## config.mk

```make
export PLATFORM = sky130hd
export DESIGN_NAME = tlbcc_mask_unit
export DESIGN_NICKNAME = d
export VERILOG_FILES = /design/src/design/tlbcc_pkg.sv /design/src/design/tlbcc_mask_unit.sv
export SDC_FILE = /design/constraint.sdc
export NUM_CORES = 1
export LEC_CHECK = 0
export BUFFER_PORTS_ARGS = -buffer_cell sky130_fd_sc_hd__buf_2
export CELL_PAD_IN_SITES_DETAIL_PLACEMENT = 1
export CELL_PAD_IN_SITES_GLOBAL_PLACEMENT = 1
export CORE_ASPECT_RATIO = 0.8
export CORE_MARGIN = 2
export CORE_UTILIZATION = 28
export DETAILED_ROUTE_END_ITERATION = 8
export PLACE_DENSITY = 0.84
export REMOVE_ABC_BUFFERS = 1
export SETUP_SLACK_MARGIN = 0.02
export SLEW_MARGIN = 20
export SYNTH_ARGS = -nofsm -noshare
export SYNTH_HDL_FRONTEND = slang
export SYNTH_SLANG_ARGS = --single-unit
```

## constraint.sdc

```tcl
create_clock -name vclk -period 2.7
set_clock_uncertainty 0.15 [all_clocks]
set_input_delay 0.405 -clock vclk [all_inputs]
set_output_delay 0.405 -clock vclk [all_outputs]
set_load 0.02 [all_outputs]
```

## src/design/tlbcc_pkg.sv

```systemverilog
// Shared types and constants for the two-level bitmap character-class engine.
// Depends on nothing; the input interface, the mask unit and the top import it.
package tlbcc_pkg;

  // Code point layout: bits 20:8 pick the page, 7:5 the word, 4:0 the bit.
  localparam int unsigned CP_W         = 21;
  localparam int unsigned OFFSET_SHIFT = 8;
  localparam int unsigned BITSET_SHIFT = 5;
  localparam int unsigned PAGE_IDX_W   = CP_W - OFFSET_SHIFT;
  localparam int unsigned WORD_SEL_W   = OFFSET_SHIFT - BITSET_SHIFT;
  localparam int unsigned BIT_SEL_W    = BITSET_SHIFT;
  localparam int unsigned WORD_W       = 32;

  localparam logic [WORD_SEL_W-1:0] WORD_LAST = '1;

  // Operation codes of an input item.
  localparam logic [1:0] OP_CLEAR = 2'd0;
  localparam logic [1:0] OP_ADD   = 2'd1;
  localparam logic [1:0] OP_QUERY = 2'd2;

  // One request to the word mask unit: the range and the word it covers.
  typedef struct packed {
    logic [CP_W-1:0]       first;
    logic [CP_W-1:0]       last;
    logic [PAGE_IDX_W-1:0] page;
    logic [WORD_SEL_W-1:0] word;
  } word_req_t;

endpackage

```

## src/design/tlbcc_mask_unit.sv

```systemverilog
// Shared mask unit: the bits of one bitmap word that fall inside a range.
// Depends on tlbcc_pkg.
module tlbcc_mask_unit (
  input  tlbcc_pkg::word_req_t          req_i,
  output logic [tlbcc_pkg::WORD_W-1:0]  mask_o
);
  import tlbcc_pkg::*;

  logic [CP_W-1:0]      word_lo;
  logic [CP_W-1:0]      word_hi;
  logic                 empty;
  logic [BIT_SEL_W-1:0] lo_bit;
  logic [BIT_SEL_W-1:0] hi_bit;

  // Code points covered by the word, and the range clipped to them.
  always_comb begin
    word_lo = {req_i.page, req_i.word, {BIT_SEL_W{1'b0}}};
    word_hi = {req_i.page, req_i.word, {BIT_SEL_W{1'b1}}};
    empty   = (req_i.first > word_hi) || (req_i.last < word_lo);
    lo_bit  = (req_i.first < word_lo) ? '0 : req_i.first[BIT_SEL_W-1:0];
    hi_bit  = (req_i.last > word_hi) ? '1 : req_i.last[BIT_SEL_W-1:0];
  end

  // Ones from the low bit up, anded with ones from the high bit down.
  always_comb begin
    if (empty) begin
      mask_o = '0;
    end else begin
      mask_o = ({WORD_W{1'b1}} << lo_bit) & ({WORD_W{1'b1}} >> (~hi_bit));
    end
  end
endmodule

```

==> metrics, run 1 <==
Initial Util=28.6%; Synth Instances=218; initial antenna violation count=0; DIE AREA=6090 sq um; Max Transition Viols Final=0; Layout Nets=between 400 and 500; number of global-route vias before repair=~2.7k; Tcrit/Tclk final=121%; WHS Path Cells=4; Slew HR=51.0%; PD cells=around 290 nW/um^2; share of cells above drive strength 1=between 60% and 70%; Yosys cell types=49; Final Hold Fails=0; Die X-Extent=86.8 um; Detailed Route WL=approximately 11,000 um; design area=3560 sq um; Design Power=1020 uW; I/O pin count=90; DRC violations left=0; worst min-delay path category=in2out; Worst Path Arrival=~2.7 ns; crit path launch type=input port; grt ovf=0; Final Setup Violations=32; number of iterations in the first detailed-routing pass=4; initial DRC count=169; Vias=2,611; commonest non-fill, non-tap cell in the layout=buf_4; IO buf count=90; Final ANT Viol Nets=0; Synth Warn #=0; Slew @ Worst Pin=0.735 ns; seq_cells=0; Max Freq=0.305 GHz; met1 wire length=between 4000 and 5000 um; sequential cell area=0 sq um; WL/cell=26.6 um; Global Route Usage Sum=29.5%; Syn Area/Cell=approximately 7.0 sq um; uppermost layer routed=met4; WL met3=666 um; Vias/cell=6.14; RSZ-0062 raised after global routing=true; Core ar.=5380 sq um; post-place setup slack=-0.632 ns; pin count of the biggest net entering global routing=12; peak supply drop=124 uV; slack of the critical path=-0.579 ns; Placement Cell Area=about 2300 sq um; met2 wire len=5730 um; clock buf count=0; status=finished, violations left; Worst Hold End=mask_o[17]; CP Data Required Time=about 2.1 ns; Final GP Congestion=0.833; cts hold-fix bufs=0; Setup CP Type=in2out; hpwl dp=5360 um; antenna cells=0; Final Critical Period=3.28 ns; failing checks=setup timing; Setup crit end kind=primary output; Max Cap Violations=0; placement row count=24; first-pass GRT wire length=~14,000 um; commonest cells after routing, fill and taps aside=buf_4 (60), buf_2 (41), buf_6 (40); CP Max Fanout=5; post-synthesis sequential area ratio=0%; Leak=0.00162 uW; Syn Std Cell Area=1540 sq um; Hold Crit Start=req_i[38]; Area Overhead vs Synth=132%; DIE HEIGHT=70.2 um
-- power by group --
part / internal (uW) / switching (uW)
logic: 461 / 557
clock network: 0 / 0
registers: 0 / 0
total: 461 / 557
-- Yosys cell counts, types with 3 or more instances --
| master | instances | share of area, % |
|---|---|---|
| nor2_1 | 19 | 4.6 |
| or3_1 | 3 | 1.2 |
| nand2_1 | 23 | 5.6 |
| a221oi_1 | 16 | 9.1 |
| a21oi_1 | 19 | 6.2 |
| o211ai_2 | 3 | 2.4 |
| a211oi_1 | 6 | 2.9 |
| nand4_1 | 6 | 2.4 |
| nand3_1 | 4 | 1.3 |
| o21ai_0 | 6 | 2.0 |
| clkbuf_1 | 3 | 0.73 |
| inv_1 | 24 | 5.9 |
| nand2b_1 | 4 | 1.6 |
| ha_1 | 34 | 28 |
| nor3_1 | 7 | 2.3 |
-- routing by layer --
layer | vias up | track usage (%)
met5 | - | 0
met4 | 0 | 11.3
met3 | 56 | 3.43
met2 | 151 | 54.3
met1 | 1290 | 34.2
li1 | 1114 | -
-- worst max path at each step --
stage | startpoint | to | slack, ns
global route | req_i[14] | mask_o[21] | -0.64
finish | req_i[14] | mask_o[21] | -0.58
global placement | req_i[13] | mask_o[14] | -0.54
detailed placement | req_i[13] | mask_o[14] | -0.63
floorplan | req_i[13] | mask_o[10] | -0.46
CTS | req_i[6] | mask_o[21] | -0.32
-- kinds of logic (layout without fill, tap and decap cells) --
logic type               count (synthesis)  after routing  synth area share [%]
adder cells (fa/ha/maj)                 34             34                  27.7
AO/OA/AOI/OAI                           71             71                  35.2
buffers and inverters                   30            172                  8.15
AND/OR/NAND/NOR                         83             83                  28.9
-- cell type report --
type / instances / area (sq um)
Multi-Input combinational cell: 188 / 2130
Fill cell: 609 / 1810
Timing Repair Buffer: 148 / 1240
Inverter: 24 / 110
Tap cell: 65 / 81.3
-- metrics by stage --
stage,instances,util [%],setup TNS [ns],hold WS (ns)
2_1_floorplan,212,-,-7.53,0.838
3_3_place_gp,400,42.6,-14.85,1.13
3_5_place_dp,400,42.6,-16.85,1.12
4_1_cts,412,56.4,-8.09,1.13
5_1_grt,425,66.2,-16.82,1.21
6_report,425,66.2,-14.94,1.16
-- worst max-delay path, stage by stage --
cell and delay (ns):
buf_8 0.08, inv_6 0.04, ha_4 0.26, nand4_4 0.18, nor4_4 0.40, buf_4 0.19
o21ai_1 0.09, nand3_2 0.14, buf_4 0.18, o211ai_4 0.12, buf_12 0.17, a311oi_4 0.27
buf_6 0.17
-- what timing repair did --
item                       CTS  global route
pin swaps                   26            19
gates cloned                 1             1
gates resized for setup    123            77
buffers inserted            11            12
setup endpoints to repair   32            32
Note: power is estimated with default switching activity, not from simulation.
==> run 2: changes to the inputs <==
==> constraint.sdc (replaced) <==
create_clock -name vclk -period 2.7
set_clock_uncertainty 0.15 [all_clocks]
set_input_delay 0.27 -clock vclk [all_inputs]
set_output_delay 0.27 -clock vclk [all_outputs]
set_load 0.02 [all_outputs]
==> run 2 against run 1 <==
The flow still finishes with violations (setup timing); global-route usage is 1.8 points lower; sequential share of layout area stayed put; via count is 1.1% lower; count of clock-buffer cells in the layout stayed put; worst setup slack better by 0.30 ns; worst hold slack worse by 0.31 ns; critical path type unchanged; highest routed layer unchanged.
==> metrics, run 2 (same netlist as run 1, synthesis figures left out) <==
first-pass GRT wire length=13,400 um (-5.1%); Layout Utilization=63.9% (-2.4 points); sequential cell area=0 sq um (unchanged); Leak=0.00158 uW (-2.4%); DIE AREA=6090 sq um (unchanged); Area Overhead vs Synth=124%; crit path launch type=input port; hold slack=0.847 ns (-0.310 ns); worst min-delay path category=in2out; hpwl dp=5330 um (-0.50%); peak supply drop=95.7 uV (-23%); cts hold-fix bufs=0 (unchanged); grt ovf=0 (unchanged); status=finished, violations left; initial DRC count=177 (+4.7%); Max Transition Viols Final=0 (unchanged); IO buf count=90 (unchanged); Core ar.=5380 sq um (unchanged); CP Data Required Time=2.28 ns (+0.14 ns); DIE HEIGHT=70.2 um (unchanged); failing checks=setup timing; Slew @ Worst Pin=0.714 ns (-0.0210 ns); Layout Nets=448 (-1.3%); share of cells above drive strength 1=68.1% (-1.4 points); Initial Util=28.6% (unchanged); slack of the critical path=-0.279 ns (+0.301 ns); CP Max Fanout=5 (unchanged); Final Critical Period=2.98 ns (-0.301 ns); Slew HR=52.4% (+1.4 points); initial antenna violation count=0 (unchanged); number of iterations in the first detailed-routing pass=5 (+1); Hold Crit Start=req_i[19]; Switching Share=55.4% (+0.70 points); commonest non-fill, non-tap cell in the layout=buf_4; DRC violations left=0 (unchanged); Vias=2,582 (-1.1%); area occupied by multi-input gates=2080 sq um (-2.6%); Crit. Startpoint=req_i[13]; sequential share of power=0% (unchanged); I/O pin count=90 (unchanged); Worst Path Arrival=2.56 ns (-0.16 ns); PD cells=282 nW/um^2 (-1.4%); Detailed Route WL=10,800 um (-4.9%); Final GP Congestion=0.828 (-0.58%); Final Hold Fails=0 (unchanged); Tcrit/Tclk final=110% (-11 points); commonest cells after routing, fill and taps aside=buf_4 (66), buf_2 (39), buf_6 (29); Setup CP Type=in2out; Final Setup Violations=32 (unchanged); Int Power=432 uW (-6.4%); RSZ-0062 raised after global routing=true; power share of the clock group=0% (unchanged); Max Cap Violations=0 (unchanged); antenna cells=0 (unchanged); Die X-Extent=86.8 um (unchanged); Final ANT Viol Nets=0 (unchanged); Setup crit end kind=primary output; # fillers=610 (+0.16%); pin count of the biggest net entering global routing=12 (unchanged); seq_cells=0 (unchanged); number of global-route vias before repair=2,583 (-4.6%); WL/cell=25.7 um (-3.5%); combinational share of power=100.0% (about the same); Vias/cell=6.16 (+0.31%); Max Freq=0.336 GHz (+10%); clock buf count=0 (unchanged); P_sw=537 uW (-3.7%); placement row count=24 (unchanged); Global Route Usage Sum=27.7% (-1.8 points)
run 2: changes by cell type in the layout (fill, tap and decap cells not counted), moves of 3 or more:
cell,change
a221oi_2,+3
a221oi_4,-3
buf_4,+6
inv_2,-3
buf_6,-11
nand2_2,-3
run 2: what timing repair did:
item                       4_1_cts  5_1_grt
gates cloned                     2        0
setup endpoints to repair       32       32
setup buffers                   10       16
pin swaps                       26       21
resized for setup              116       80
run 2: final cells by class:
type,count,share of cell area (%)
Multi-Input combinational cell,188,60.5
Timing Repair Buffer,142,33.7
Inverter,24,3.42
Tap cell,65,2.37
run 2: power by group through the flow:
stage          clock [uW]  combinational [uW]  sequential [uW]
3_5_place_dp            0                 558                0
5_1_grt                 0                1010                0
2_1_floorplan           0                 319                0
3_3_place_gp            0                 540                0
6_report                0                 969                0
4_1_cts                 0                 755                0
run 2: final timing paths:
check | to | slack (ns) | cells past startpoint
min | mask_o[9] | 0.85 | 4
max | mask_o[14] | -0.28 | 12
run 2: metal layers:
layer  vias to the layer above  wire [um]  share of wire [%]  global-route usage, %
met1                      1246       4110                 38                   31.8
met5                         -          0                  0                      0
met4                         0        524                4.9                   11.5
met3                        47        652                6.1                   3.07
li1                       1108          -                  -                      -
met2                       181       5480                 51                   50.9
run 2: metrics by stage:
stage	area, sq um	worst slack (ns)	total power (uW)	setup TNS [ns]	instances
3_3_place_gp	2220	-0.276	540	-6.59	391
4_1_cts	2960	-0.0830	755	-0.836	403
2_1_floorplan	1500	-0.192	319	-0.917	212
5_1_grt	3430	-0.309	1010	-7.80	419
6_report	3430	-0.279	969	-6.49	419
3_5_place_dp	2220	-0.352	558	-8.36	391
run 2: worst max-delay path, stage by stage:
cell and delay (ns):
buf_8 0.08, inv_6 0.03, ha_4 0.25, nand4_1 0.20, buf_4 0.21, or4_4 0.52, a21oi_4 0.19, nor3_4 0.10
o211ai_4 0.28, buf_6 0.19, a221oi_2 0.04, buf_4 0.19
